### src/sv/plti_pkg.sv
// shared types, codes and microcode program for the table interpolator
`timescale 1ns / 1ps

package plti_pkg;

    localparam int unsigned DATA_W = 32;
    localparam int unsigned IDX_W = 6;
    localparam int unsigned CFG_W = 7;
    localparam int unsigned STAT_W = 3;
    localparam int unsigned MAX_POINTS_DEF = 64;
    localparam logic [CFG_W-1:0] CFG_RESET = 7'd2;

    // quotient is kept to 41 bits and capped at 2^40
    localparam int unsigned QUO_W = 41;
    localparam logic [QUO_W-1:0] QUO_CAP = {1'b1, 40'd0};
    localparam int unsigned SUM_W = 43;

    // request kinds
    localparam logic OP_LOAD = 1'b0;
    localparam logic OP_QUERY = 1'b1;

    // result status codes
    localparam logic [STAT_W-1:0] ST_INTERIOR = 3'd0;
    localparam logic [STAT_W-1:0] ST_EXACT = 3'd1;
    localparam logic [STAT_W-1:0] ST_BELOW = 3'd2;
    localparam logic [STAT_W-1:0] ST_ABOVE = 3'd3;
    localparam logic [STAT_W-1:0] ST_ZERO_W = 3'd4;

    // datapath operations selected by the control word
    typedef enum logic [3:0] {
        DP_IDLE,
        DP_SCAN_INIT,
        DP_SCAN,
        DP_SELECT,
        DP_READ_K,
        DP_READ_K1,
        DP_DIFF,
        DP_MUL,
        DP_DIV,
        DP_SUM,
        DP_OUT_SEG,
        DP_OUT_HIT,
        DP_OUT_ZERO
    } t_dp_op;

    // jump conditions
    typedef enum logic [2:0] {
        C_NEVER,
        C_NO_QUERY,
        C_SCAN_MORE,
        C_HIT,
        C_ZERO_W,
        C_DIV_MORE,
        C_OUT_BUSY
    } t_cond;

    typedef logic [3:0] t_upc;

    localparam t_upc UPC_IDLE = 4'd0;
    localparam t_upc UPC_SCAN0 = 4'd1;
    localparam t_upc UPC_SCAN = 4'd2;
    localparam t_upc UPC_SELECT = 4'd3;
    localparam t_upc UPC_READ_K = 4'd4;
    localparam t_upc UPC_READ_K1 = 4'd5;
    localparam t_upc UPC_DIFF = 4'd6;
    localparam t_upc UPC_MUL = 4'd7;
    localparam t_upc UPC_DIV = 4'd8;
    localparam t_upc UPC_SUM = 4'd9;
    localparam t_upc UPC_OUT_SEG = 4'd10;
    localparam t_upc UPC_OUT_HIT = 4'd11;
    localparam t_upc UPC_OUT_ZERO = 4'd12;

    typedef struct packed {
        t_dp_op op;
        t_cond  cond;
        t_upc   target;
        logic   done;
        logic   take;
    } t_ucode;

    typedef struct packed {
        logic hit;
        logic zero_w;
        logic scan_more;
        logic div_more;
    } t_dp_flags;

    typedef struct packed {
        logic signed [DATA_W-1:0] value_y;
        logic [STAT_W-1:0]        status;
        logic                     saturated;
    } t_result;

    // control store: jump to target when cond holds, else next step
    // (or back to idle when done is set)
    function automatic t_ucode ucode_rom(input t_upc pc);
        t_ucode w;
        case (pc)
            UPC_IDLE: w = '{op: DP_IDLE, cond: C_NO_QUERY, target: UPC_IDLE,
                            done: 1'b0, take: 1'b1};
            UPC_SCAN0: w = '{op: DP_SCAN_INIT, cond: C_NEVER, target: UPC_IDLE,
                             done: 1'b0, take: 1'b0};
            UPC_SCAN: w = '{op: DP_SCAN, cond: C_SCAN_MORE, target: UPC_SCAN,
                            done: 1'b0, take: 1'b0};
            UPC_SELECT: w = '{op: DP_SELECT, cond: C_HIT, target: UPC_OUT_HIT,
                              done: 1'b0, take: 1'b0};
            UPC_READ_K: w = '{op: DP_READ_K, cond: C_NEVER, target: UPC_IDLE,
                              done: 1'b0, take: 1'b0};
            UPC_READ_K1: w = '{op: DP_READ_K1, cond: C_NEVER, target: UPC_IDLE,
                               done: 1'b0, take: 1'b0};
            UPC_DIFF: w = '{op: DP_DIFF, cond: C_ZERO_W, target: UPC_OUT_ZERO,
                            done: 1'b0, take: 1'b0};
            UPC_MUL: w = '{op: DP_MUL, cond: C_NEVER, target: UPC_IDLE,
                           done: 1'b0, take: 1'b0};
            UPC_DIV: w = '{op: DP_DIV, cond: C_DIV_MORE, target: UPC_DIV,
                           done: 1'b0, take: 1'b0};
            UPC_SUM: w = '{op: DP_SUM, cond: C_NEVER, target: UPC_IDLE,
                           done: 1'b0, take: 1'b0};
            UPC_OUT_SEG: w = '{op: DP_OUT_SEG, cond: C_OUT_BUSY, target: UPC_OUT_SEG,
                               done: 1'b1, take: 1'b0};
            UPC_OUT_HIT: w = '{op: DP_OUT_HIT, cond: C_OUT_BUSY, target: UPC_OUT_HIT,
                               done: 1'b1, take: 1'b0};
            UPC_OUT_ZERO: w = '{op: DP_OUT_ZERO, cond: C_OUT_BUSY, target: UPC_OUT_ZERO,
                                done: 1'b1, take: 1'b0};
            default: w = '{op: DP_IDLE, cond: C_NEVER, target: UPC_IDLE,
                           done: 1'b1, take: 1'b0};
        endcase
        return w;
    endfunction

endpackage

### src/sv/plti_sequencer.sv
// microcode step counter and branch logic
`timescale 1ns / 1ps

module plti_sequencer (
    input  logic                i_clk,
    input  logic                i_rst_n,
    input  logic                i_query_go,
    input  logic                i_out_busy,
    input  plti_pkg::t_dp_flags i_flags,
    output plti_pkg::t_ucode    o_ctrl
);

    plti_pkg::t_upc   r_pc;
    plti_pkg::t_upc   n_pc;
    plti_pkg::t_ucode ctrl;
    logic             cond_true;

    // control word lookup
    always_comb begin
        ctrl = plti_pkg::ucode_rom(r_pc);
    end

    assign o_ctrl = ctrl;

    // next step
    always_comb begin
        case (ctrl.cond)
            plti_pkg::C_NEVER:     cond_true = 1'b0;
            plti_pkg::C_NO_QUERY:  cond_true = !i_query_go;
            plti_pkg::C_SCAN_MORE: cond_true = i_flags.scan_more;
            plti_pkg::C_HIT:       cond_true = i_flags.hit;
            plti_pkg::C_ZERO_W:    cond_true = i_flags.zero_w;
            plti_pkg::C_DIV_MORE:  cond_true = i_flags.div_more;
            plti_pkg::C_OUT_BUSY:  cond_true = i_out_busy;
            default:               cond_true = 1'b0;
        endcase
        if (cond_true) begin
            n_pc = ctrl.target;
        end else if (ctrl.done) begin
            n_pc = plti_pkg::UPC_IDLE;
        end else begin
            n_pc = r_pc + 4'd1;
        end
    end

    always_ff @(posedge i_clk) begin
        if (!i_rst_n) begin
            r_pc <= plti_pkg::UPC_IDLE;
        end else begin
            r_pc <= n_pc;
        end
    end

endmodule

### config.mk
export PLATFORM = sky130hd
export DESIGN_NAME = plti_sequencer
export DESIGN_NICKNAME = d
export VERILOG_FILES = /design/src/sv/plti_pkg.sv /design/src/sv/plti_sequencer.sv
export SDC_FILE = /design/constraint.sdc
export NUM_CORES = 1
export LEC_CHECK = 0
export BUFFER_PORTS_ARGS = -buffer_cell sky130_fd_sc_hd__buf_2
export CORE_MARGIN = 4
export CORE_UTILIZATION = 30
export CTS_CLUSTER_DIAMETER = 40
export CTS_CLUSTER_SIZE = 14
export DETAILED_ROUTE_END_ITERATION = 10
export PLACE_DENSITY = 0.53
export SYNTH_ARGS = -nofsm -noshare
export SYNTH_HDL_FRONTEND = slang
export SYNTH_SLANG_ARGS = --single-unit
### constraint.sdc
create_clock -name i_clk -period 2.38 [get_ports i_clk]
set_clock_uncertainty 0.1 [all_clocks]
set_input_delay 0.357 -clock i_clk [delete_from_list [all_inputs] [get_ports i_clk]]
set_output_delay 0.357 -clock i_clk [all_outputs]
set_load 0.01 [all_outputs]
==> impl_metrics.env, run 1 <==
export IMPL_area_delta_synth_final_pct=15.6
export IMPL_pin_count=21
export IMPL_synth_cell_type_count=49
export IMPL_syn_nets=147
export IMPL_hold_violations=0
export IMPL_wirelength_mm=3.23
export IMPL_overflow=0
export IMPL_grt_max_degree=14
export IMPL_synthArstFlopShare_pct=0
export IMPL_rrSetupSlack_ps=440
export IMPL_synth_top_flop_cell="dfxtp_1"
export IMPL_yosysMostFrequentCell="dfxtp_1"
export IMPL_ctsResizeCount=0
export IMPL_hold_class="input port to flop"
export IMPL_synth_common_cells="17 x dfxtp_1, 11 x nand2_1, 8 x nor2_1"
export IMPL_numClockSinks=17
export IMPL_cts_tree="done"
export IMPL_place_congestion=0.887
export IMPL_crit_type="flop to flop"
export IMPL_rsz0062_at_grt="false"
export IMPL_routedWlPerCell_um=16.0
export IMPL_max_cap_viol_count=0
export IMPL_wl_met2_mm=1.54
export IMPL_power_density_nw_per_um2=1310
export IMPL_ant_nets=0
export IMPL_critPathLaunchType="flop"
export IMPL_vias_per_cell=5.79
export IMPL_slew_headroom_pct=67.4
export IMPL_worstPathCellList="ha_1 -> inv_1 -> or3_1 -> a221o_1 -> o311ai_1"
export IMPL_routed_top_layer="met4"
export IMPL_crit_path_max_incr_delay_ps=410
export IMPL_tightest_slew_ps=488
export IMPL_post_route_util_pct=36.2
export IMPL_antenna_found_initial=0
export IMPL_start_util_pct=31.3
export IMPL_track_usage_pct=13.8
export IMPL_drt_iter0_drc=86
export IMPL_synth_area_leaders="dfxtp_1 30%, mux2i_1 6.1%, nand2b_1 3.8%"
export IMPL_root_buffer="clkbuf_8"
export IMPL_period_share_pct=81.4
export IMPL_syn_inst=138
export IMPL_yosysWarnings=0
export IMPL_finalSetupViolCount=0
export IMPL_cp_data_required_time_ps=2450
export IMPL_synth_top_area_share_pct=29.7
export IMPL_ys_ff_latch=17
export IMPL_min_period_ps=1940
export IMPL_io_buffers=20
export IMPL_postCtsHoldBufs=0
export IMPL_cts_path_max_buffers=2
export IMPL_crit_slowest_cell="dfxtp_1"
export IMPL_dr_pass1_iters=6
export IMPL_crit_fanout=11
export IMPL_post_dp_hpwl_mm=2.29
export IMPL_p_leak_nw=0.536
export IMPL_drive_above_1_share_pct=21.4
export IMPL_clkLatencyLatePin_ps=260
export IMPL_nets=164
export IMPL_arrival_ps=2010
export IMPL_synth_area_um2=1140
export IMPL_maxSlewViolCount=0
export IMPL_fillers=388
export IMPL_via_count=1169
export IMPL_end_kind="flop"
export IMPL_post_cts_setup_buffer_count=0
export IMPL_path_clk_slew_ps=70
export IMPL_route_met3_wl_um=265
export IMPL_irDropWorstVdd_v=0.000353
export IMPL_grt_pass1_wl_mm=5.53
export IMPL_cts_made_buffers=3
export IMPL_seq_area_frac_synth_pct=29.7
export IMPL_synth_edf_count=0
export IMPL_htree_levels=1
export IMPL_row_count=22
export IMPL_grt_pass1_vias=1159
export IMPL_die_w_um=69.8
export IMPL_die_area_um2=4870
export IMPL_syn_avg_cell_area_um2=8.30
export IMPL_tns_ps=0
export IMPL_drt_met1_wl_mm=1.34
export IMPL_yosysTopAreaCell="dfxtp_1"
export IMPL_fp_dieH_um=69.8
export IMPL_status="finished, final reports clean"
export IMPL_fmax_mhz=516
export IMPL_drc=0
export IMPL_antenna_cells=0
export IMPL_coreArea_um2=3660
[power by group]
| part | total, W | internal (W) | switching, W |
|---|---|---|---|
| logic | 0.000958 | 0.000406 | 0.000552 |
| clock network | 0.000229 | 0.000118 | 0.000111 |
| registers | 0.000542 | 0.000390 | 0.000152 |
[area by class of cell]
type / instances / area (um^2) / share of cell area, %
Multi-Input combinational cell: 108 / 741 / 56.0
Sequential cell: 17 / 340 / 25.7
Timing Repair Buffer: 24 / 130 / 9.83
Tap cell: 48 / 60.1 / 4.54
Clock buffer: 3 / 41.3 / 3.12
Clock inverter: 1 / 7.51 / 0.567
Inverter: 1 / 3.75 / 0.284
[critical path: cells and delay by family, from the launching register on]
| family | cells | cell delay (ps) |
|---|---|---|
| adder cells (fa/ha/maj) | 1 | 410 |
| flip-flops | 1 | 410 |
| buffers and inverters | 1 | 140 |
| AO/OA/AOI/OAI | 2 | 410 |
| AND/OR/NAND/NOR | 1 | 380 |
[per-layer routing]
layer | vias to the layer above | track usage (%)
met3 | 14 | 3.77
met4 | 0 | 7.02
met1 | 543 | 17.3
met2 | 60 | 21.6
li1 | 552 | -
met5 | - | 0
[worst paths after layout]
check / from / to / cells after the start
setup / recovery: r_pc[0] / o_ctrl[6] / 5
hold / removal: i_rst_n / o_ctrl[6] / 2
setup reg to reg: r_pc[0] / o_ctrl[6] / 5
hold reg to reg: o_ctrl[2] / r_pc[0] / 2
[layout by cell type (no fill, tap or decap), types with 2 or more instances in the layout]
master / synthesis / layout
nor3_1: 5 / 5
a21boi_1: 2 / 2
nand4_1: 5 / 5
xnor2_1: 4 / 4
a21o_1: 2 / 2
clkbuf_8: 0 / 3
buf_2: 3 / 20
nand3_1: 6 / 6
a21oi_1: 3 / 3
and3b_1: 3 / 3
o211ai_1: 2 / 2
o21ai_0: 7 / 7
o22ai_1: 3 / 3
nand2b_1: 7 / 7
nor2_1: 8 / 8
or3_1: 2 / 2
nand3b_1: 3 / 3
buf_4: 1 / 4
o311ai_1: 2 / 2
o21bai_1: 2 / 2
nand2_1: 11 / 11
mux2i_1: 7 / 7
dfxtp_1: 17 / 17
[through the flow]
step | setup WS [ps] | instance area, um^2 | hold slack, ps | total power, W | std cells
global route | 338 | 1320 | 279 | 0.00186 | 202
finish | 442 | 1320 | 257 | 0.00173 | 202
global placement | 596 | 1270 | 523 | 0.00148 | 198
floorplan | 680 | 1140 | 531 | 0.00125 | 138
detailed placement | 503 | 1270 | 520 | 0.00148 | 198
CTS | 481 | 1320 | 246 | 0.00172 | 202
[cells by family after synthesis]
family                     count (synthesis)  share of synthesized area (%)
and+or+nand+nor                           56                           27.4
buffers and inverters                     13                           5.57
muxes                                      8                           7.10
xor gates and xnor gates                   5                           3.82
DFF                                       17                           29.7
AOI/OAI and AO/OA                         38                           25.2
adders and majority gates                  1                           1.09
[registers in the layout (all words and copies together), names as in the netlist]
| name | count |
|---|---|
| o_ctrl | 13 |
| r_pc | 4 |
No activity file was read; power rests on OpenSTA's default activity.
==> run 2: changes to the inputs <==
--- a/config.mk
+++ b/config.mk
@@ -5,13 +5,14 @@
 export SDC_FILE = /design/constraint.sdc
 export NUM_CORES = 1
 export LEC_CHECK = 0
+export ABC_AREA = 1
 export BUFFER_PORTS_ARGS = -buffer_cell sky130_fd_sc_hd__buf_2
 export CORE_MARGIN = 4
 export CORE_UTILIZATION = 30
 export CTS_CLUSTER_DIAMETER = 40
 export CTS_CLUSTER_SIZE = 14
 export DETAILED_ROUTE_END_ITERATION = 10
-export PLACE_DENSITY = 0.53
+export PLACE_DENSITY = 0.55
 export SYNTH_ARGS = -nofsm -noshare
 export SYNTH_HDL_FRONTEND = slang
 export SYNTH_SLANG_ARGS = --single-unit
==> constraint.sdc (replaced) <==
create_clock -name i_clk -period 1.8 [get_ports i_clk]
set_clock_uncertainty 0.1 [all_clocks]
set_input_delay 0.27 -clock i_clk [delete_from_list [all_inputs] [get_ports i_clk]]
set_output_delay 0.27 -clock i_clk [all_outputs]
set_load 0.01 [all_outputs]
==> run 2 against run 1 <==
Effect of this change: fmax rose by 21%; worst setup slack got worse by 240 ps; critical path type unchanged; synthesized area fell by 27%; critical path depth rose by 6; highest routed layer unchanged; largest power group unchanged; critical endpoint is now o_ctrl[5].
==> impl_metrics.env, run 2 <==
export IMPL_overflow=0
export IMPL_hold_class="input port to flop"
export IMPL_path_clk_slew_ps=80
export IMPL_slew_headroom_pct=87.2
export IMPL_holdPathStages=3
export IMPL_root_buffer="clkbuf_4"
export IMPL_crit_slowest_cell="dfxtp_1"
export IMPL_synth_edf_count=0
export IMPL_start_util_pct=32.5
export IMPL_clkLatencyLatePin_ps=280
export IMPL_cp_data_required_time_ps=1880
export IMPL_critPathLaunchType="flop"
export IMPL_synth_area_um2=835
export IMPL_largest_reg_flops=13
export IMPL_syn_avg_cell_area_um2=8.52
export IMPL_area_delta_synth_final_pct=19.6
export IMPL_power_share_clock_pct=10.1
export IMPL_final_common_cell="nand2_1"
export IMPL_crit_fanout=8
export IMPL_numClockSinks=17
export IMPL_cp_common_cell="nand2_1"
export IMPL_antenna_found_initial=0
export IMPL_antenna_cells=0
export IMPL_synth_top_area_share_pct=40.8
export IMPL_syn_inst=98
export IMPL_vias_per_cell=4.24
export IMPL_crit_type="flop to flop"
export IMPL_yosysMostFrequentCell="nand2_1"
export IMPL_tightest_slew_ps=192
export IMPL_htree_levels=1
export IMPL_crit_path_max_incr_delay_ps=400
export IMPL_min_period_ps=1600
export IMPL_drt_iter0_drc=7
export IMPL_seq_area_frac_synth_pct=40.8
export IMPL_r2r_cells=11
export IMPL_cts_made_buffers=3
export IMPL_io_buffers=20
export IMPL_row_count=18
export IMPL_layout_common_cells="21 x nand2_1, 20 x buf_2, 17 x dfxtp_1"
export IMPL_nets=132
export IMPL_hold_violations=0
export IMPL_wirelength_mm=1.50
export IMPL_status="finished, final reports clean"
export IMPL_die_w_um=60.7
export IMPL_via_count=645
export IMPL_max_cap_viol_count=0
export IMPL_route_met3_wl_um=63
export IMPL_p_total_w=0.00189
export IMPL_timing_hold_ws_ps=227
export IMPL_routedWlPerCell_um=9.84
export IMPL_rsz0062_at_grt="false"
export IMPL_p_sw_share_pct=46.4
export IMPL_postCtsHoldBufs=0
export IMPL_die_area_um2=3690
export IMPL_p_switching_w=0.000877
export IMPL_ant_nets=0
export IMPL_yosysWarnings=0
export IMPL_synth_common_cells="21 x nand2_1, 17 x dfxtp_1, 12 x inv_1"
export IMPL_period_share_pct=88.9
export IMPL_routed_top_layer="met4"
export IMPL_coreArea_um2=2570
export IMPL_post_cts_setup_buffer_count=0
export IMPL_tns_ps=0
export IMPL_irDropWorstVdd_v=0.000807
export IMPL_end_kind="flop"
export IMPL_grt_pass1_wl_mm=2.70
export IMPL_power_density_nw_per_um2=1890
export IMPL_wl_met2_um=729
export IMPL_synth_top_flop_cell="dfxtp_1"
export IMPL_pin_count=21
export IMPL_post_dp_hpwl_mm=1.28
export IMPL_cts_tree="done"
export IMPL_syn_nets=107
export IMPL_grt_pass1_vias=654
export IMPL_synth_cell_type_count=20
export IMPL_ctsResizeCount=0
export IMPL_pwr_share_seq_pct=32.5
export IMPL_yosysTopAreaCell="dfxtp_1"
export IMPL_dr_pass1_iters=3
export IMPL_fmax_mhz=625
export IMPL_drt_met1_wl_um=668
export IMPL_maxSlewViolCount=0
export IMPL_drc=0
export IMPL_comb_power_share_pct=57.4
export IMPL_synthArstFlopShare_pct=0
export IMPL_finalSetupViolCount=0
export IMPL_cts_path_max_buffers=2
export IMPL_p_leak_nw=0.563
export IMPL_ys_ff_latch=17
export IMPL_drive_above_1_share_pct=40.2
export IMPL_worstPathCellList="inv_1 -> nand3_1 -> nand2_1 -> inv_2 -> nand2_4 -> nand3b_1 -> nand3_4 -> nand2_2 -> nand2_1 -> nand2_1 -> nand3_1"
export IMPL_internal_power_w=0.00101
export IMPL_place_congestion=0.833
export IMPL_fillers=285
export IMPL_fp_dieH_um=60.7
export IMPL_grt_max_degree=10
export IMPL_synth_area_leaders="dfxtp_1 41%, nand2_1 9.4%, nand2_4 6.7%"
export IMPL_arrival_ps=1680
export IMPL_track_usage_pct=9.77
## run 2: changes by cell type after synthesis, sizes merged, moves of 5 or more
cell,previous run,this run
buf,5,0
clkbuf,7,0
inv,1,17
mux2i,7,0
nand2,11,31
nand2b,7,0
nand3,6,11
nand4,5,0
nor2,9,14
nor3,5,0
o21ai,8,0
## run 2: per-layer routing
| layer | track usage (%) | vias up |
|---|---|---|
| met3 | 1.49 | 5 |
| li1 | - | 345 |
| met2 | 16.6 | 10 |
| met1 | 12.0 | 285 |
| met5 | 0 | - |
| met4 | 4.64 | 0 |
## run 2: through the flow
stage / utilization (%) / cells / instance area [um^2] / setup WS [ps]
after floorplan: - / 98 / 835 / 296
after global placement: 37.9 / 148 / 972 / 158
after detailed placement: 37.9 / 148 / 972 / 189
after CTS: 38.9 / 152 / 998 / 176
after global routing: 38.9 / 152 / 998 / 41.6
final: 38.9 / 152 / 998 / 199
## run 2: critical path: cells and delay by family (launching register included)
kind / cells / cell delay [ps]
simple gates: 9 / 830
flops: 1 / 400
buf+inv: 2 / 150
## run 2: kinds of logic (layout without fill, tap and decap cells)
| family | after synthesis | count (layout) | share of synthesized area [%] |
|---|---|---|---|
| simple gates | 59 | 59 | 46.9 |
| flops | 17 | 17 | 40.8 |
| buf+inv | 17 | 41 | 7.95 |
| compound gates | 3 | 3 | 1.80 |
| fa+ha+maj | 1 | 1 | 1.50 |
| xor+xnor | 1 | 1 | 1.05 |
## run 2: layout make-up
class	instances	area, um^2	share of cell area, %
flip-flops and latches	17	340	34.1
multi-input cells	64	428	42.9
inverters	17	66.3	6.64
repair buffers	20	100	10.0
well taps	30	37.5	3.76
clock buffers	4	26.3	2.63
## run 2: power by group through the flow
stage	clock network (W)	registers [W]	logic [W]
after floorplan	0	0.000668	0.000811
after global placement	0	0.000626	0.00110
after detailed placement	0	0.000623	0.00110
after CTS	0.000194	0.000617	0.00111
after global routing	0.000214	0.000641	0.00122
final	0.000192	0.000614	0.00108
## run 2: path summary, 6_finish.rpt
| kind | slack, ps | from | to |
|---|---|---|---|
| max | 200 | o_ctrl[6] | o_ctrl[5] |
| min | 230 | i_rst_n | r_pc[0] |
| max reg2reg | 200 | o_ctrl[6] | o_ctrl[5] |
| min reg2reg | 530 | o_ctrl[5] | r_pc[3] |
==> run 3: changes to the inputs <==
--- a/config.mk
+++ b/config.mk
@@ -8,11 +8,11 @@
 export ABC_AREA = 1
 export BUFFER_PORTS_ARGS = -buffer_cell sky130_fd_sc_hd__buf_2
 export CORE_MARGIN = 4
-export CORE_UTILIZATION = 30
+export CORE_UTILIZATION = 50
 export CTS_CLUSTER_DIAMETER = 40
 export CTS_CLUSTER_SIZE = 14
 export DETAILED_ROUTE_END_ITERATION = 10
-export PLACE_DENSITY = 0.55
+export PLACE_DENSITY = 0.81
 export SYNTH_ARGS = -nofsm -noshare
 export SYNTH_HDL_FRONTEND = slang
 export SYNTH_SLANG_ARGS = --single-unit
==> run 3 against run 2 <==
Effect of this change: via count up 2.5%; highest routed layer unchanged; wire length down 2.3%; sequential cell count unchanged; largest cell class unchanged; sequential power about the same; first-iteration DRC count up 57%; worst setup slack worse by 28 ps; worst hold slack better by 3.3 ps.
==> impl_metrics.env, run 3 (synthesized netlist as in run 2, its figures left out) <==
export IMPL_place_area_um2=955
export IMPL_cp_data_required_time_ps=1870
export IMPL_pwr_share_seq_pct=32.5
export IMPL_start_util_pct=54.1
export IMPL_routedWlPerCell_um=10.6
export IMPL_slew_headroom_pct=87.4
export IMPL_stdcell_count=138
export IMPL_coreArea_um2=1540
export IMPL_clkLatencyLatePin_ps=280
export IMPL_p_switching_w=0.000884
export IMPL_fillers=138
export IMPL_via_count=661
export IMPL_status="finished, final reports clean"
export IMPL_place_congestion=0.863
export IMPL_pin_count=21
export IMPL_final_common_cell="nand2_1"
export IMPL_die_w_um=48.9
export IMPL_postCtsHoldBufs=0
export IMPL_post_route_util_pct=63.6
export IMPL_comb_power_share_pct=57.6
export IMPL_p_sw_share_pct=46.6
export IMPL_tns_ps=0
export IMPL_r2r_start="o_ctrl[6]"
export IMPL_nets=132
export IMPL_hold_violations=0
export IMPL_critPathLaunchType="flop"
export IMPL_die_area_um2=2390
export IMPL_cts_tree="done"
export IMPL_placed_cells_incl_taps=134
export IMPL_path_clk_slew_ps=80
export IMPL_post_cts_setup_buffer_count=0
export IMPL_holdPathStages=3
export IMPL_rrSetupSlack_ps=170
export IMPL_reg2reg_to="o_ctrl[5]"
export IMPL_grt_pass1_wl_mm=2.57
export IMPL_rsz0062_at_grt="false"
export IMPL_antenna_found_initial=0
export IMPL_worst_slack_ps=171
export IMPL_crit_fanout=8
export IMPL_htree_levels=1
export IMPL_track_usage_pct=13.2
export IMPL_multiInputGateArea_um2=428
export IMPL_fp_dieH_um=48.9
export IMPL_numClockSinks=17
export IMPL_ctsResizeCount=0
export IMPL_internal_power_w=0.00101
export IMPL_fmax_mhz=614
export IMPL_irDropWorstVdd_v=0.000993
export IMPL_max_cap_viol_count=0
export IMPL_drive_above_1_share_pct=40.2
export IMPL_grt_pass1_vias=616
export IMPL_cts_path_max_buffers=2
export IMPL_wirelength_mm=1.46
export IMPL_period_share_pct=90.5
export IMPL_final_area_um2=981
export IMPL_worstHoldStart="i_rst_n"
export IMPL_power_density_nw_per_um2=1930
export IMPL_root_buffer="clkbuf_4"
export IMPL_drc=0
export IMPL_row_count=14
export IMPL_hold_class="input port to flop"
export IMPL_cts_made_buffers=3
export IMPL_post_dp_hpwl_mm=1.25
export IMPL_tightest_slew_ps=190
export IMPL_arrival_ps=1700
export IMPL_largest_reg_flops=13
export IMPL_drt_iter0_drc=11
export IMPL_area_delta_synth_final_pct=17.5
export IMPL_grt_max_degree=10
export IMPL_vias_per_cell=4.79
export IMPL_layout_common_cells="21 x nand2_1, 20 x buf_2, 17 x dfxtp_1"
export IMPL_power_share_clock_pct=9.9
export IMPL_antenna_cells=0
export IMPL_overflow=0
export IMPL_maxSlewViolCount=0
export IMPL_place_ws_ps=171
export IMPL_dr_pass1_iters=4
export IMPL_ant_nets=0
export IMPL_seq_area_um2=340
export IMPL_finalSetupViolCount=0
export IMPL_crit_type="flop to flop"
export IMPL_r2r_cells=11
export IMPL_min_period_ps=1630
export IMPL_end_kind="flop"
export IMPL_io_buffers=20
export IMPL_p_leak_nw=0.563
export IMPL_min_to="r_pc[0]"
-- run 3: cell counts in the layout (fill, tap and decap cells not counted) --
No cell type changed its count.
-- run 3: metal layers --
layer,GRT usage (%),part of all wire [%],vias to the layer above
met5,0,0,-
met4,6.28,1.5,0
met3,2.45,3.7,4
met2,22.0,48,13
met1,16.1,46,297
li1,-,-,347
-- run 3: metrics by stage --
step           hold slack, ps  total power, W
3_3_place_gp              510         0.00170
3_5_place_dp              518         0.00172
4_1_cts                   232         0.00191
5_1_grt                   245         0.00207
6_report                  230         0.00190
2_1_floorplan             312         0.00148
-- run 3: cell type report --
type	instances	area share, %
multi-input cells	64	43.6
flip-flops and latches	17	34.7
repair buffers	20	10.2
inverters	17	6.76
clock buffers	4	2.68
well taps	16	2.04
-- run 3: how the worst max path moves through the flow --
stage	startpoint	end	slack [ps]	cells after the start
after floorplan	o_ctrl[6]	o_ctrl[5]	300	11
after global placement	o_ctrl[6]	o_ctrl[5]	190	11
after CTS	o_ctrl[6]	o_ctrl[5]	160	11
final	o_ctrl[6]	o_ctrl[5]	170	11
after global routing	o_ctrl[6]	o_ctrl[5]	20	11
after detailed placement	o_ctrl[6]	o_ctrl[5]	170	11
-- run 3: power groups by stage --
stage	clock network, W	logic, W	registers [W]
finish	0.000188	0.00109	0.000616
global route	0.000211	0.00122	0.000637
CTS	0.000192	0.00110	0.000616
detailed placement	0	0.00110	0.000624
global placement	0	0.00108	0.000620
floorplan	0	0.000811	0.000668
-- run 3: critical path, cell delays in order (launching register included) --
cell and delay [ps]:
dfxtp_1 390, inv_1 90, nand3_1 80, nand2_1 60, inv_2 60, nand2_4 70, nand3b_1 150, nand3_4 170
nand2_2 150, nand2_1 60, nand2_1 70, nand3_1 70
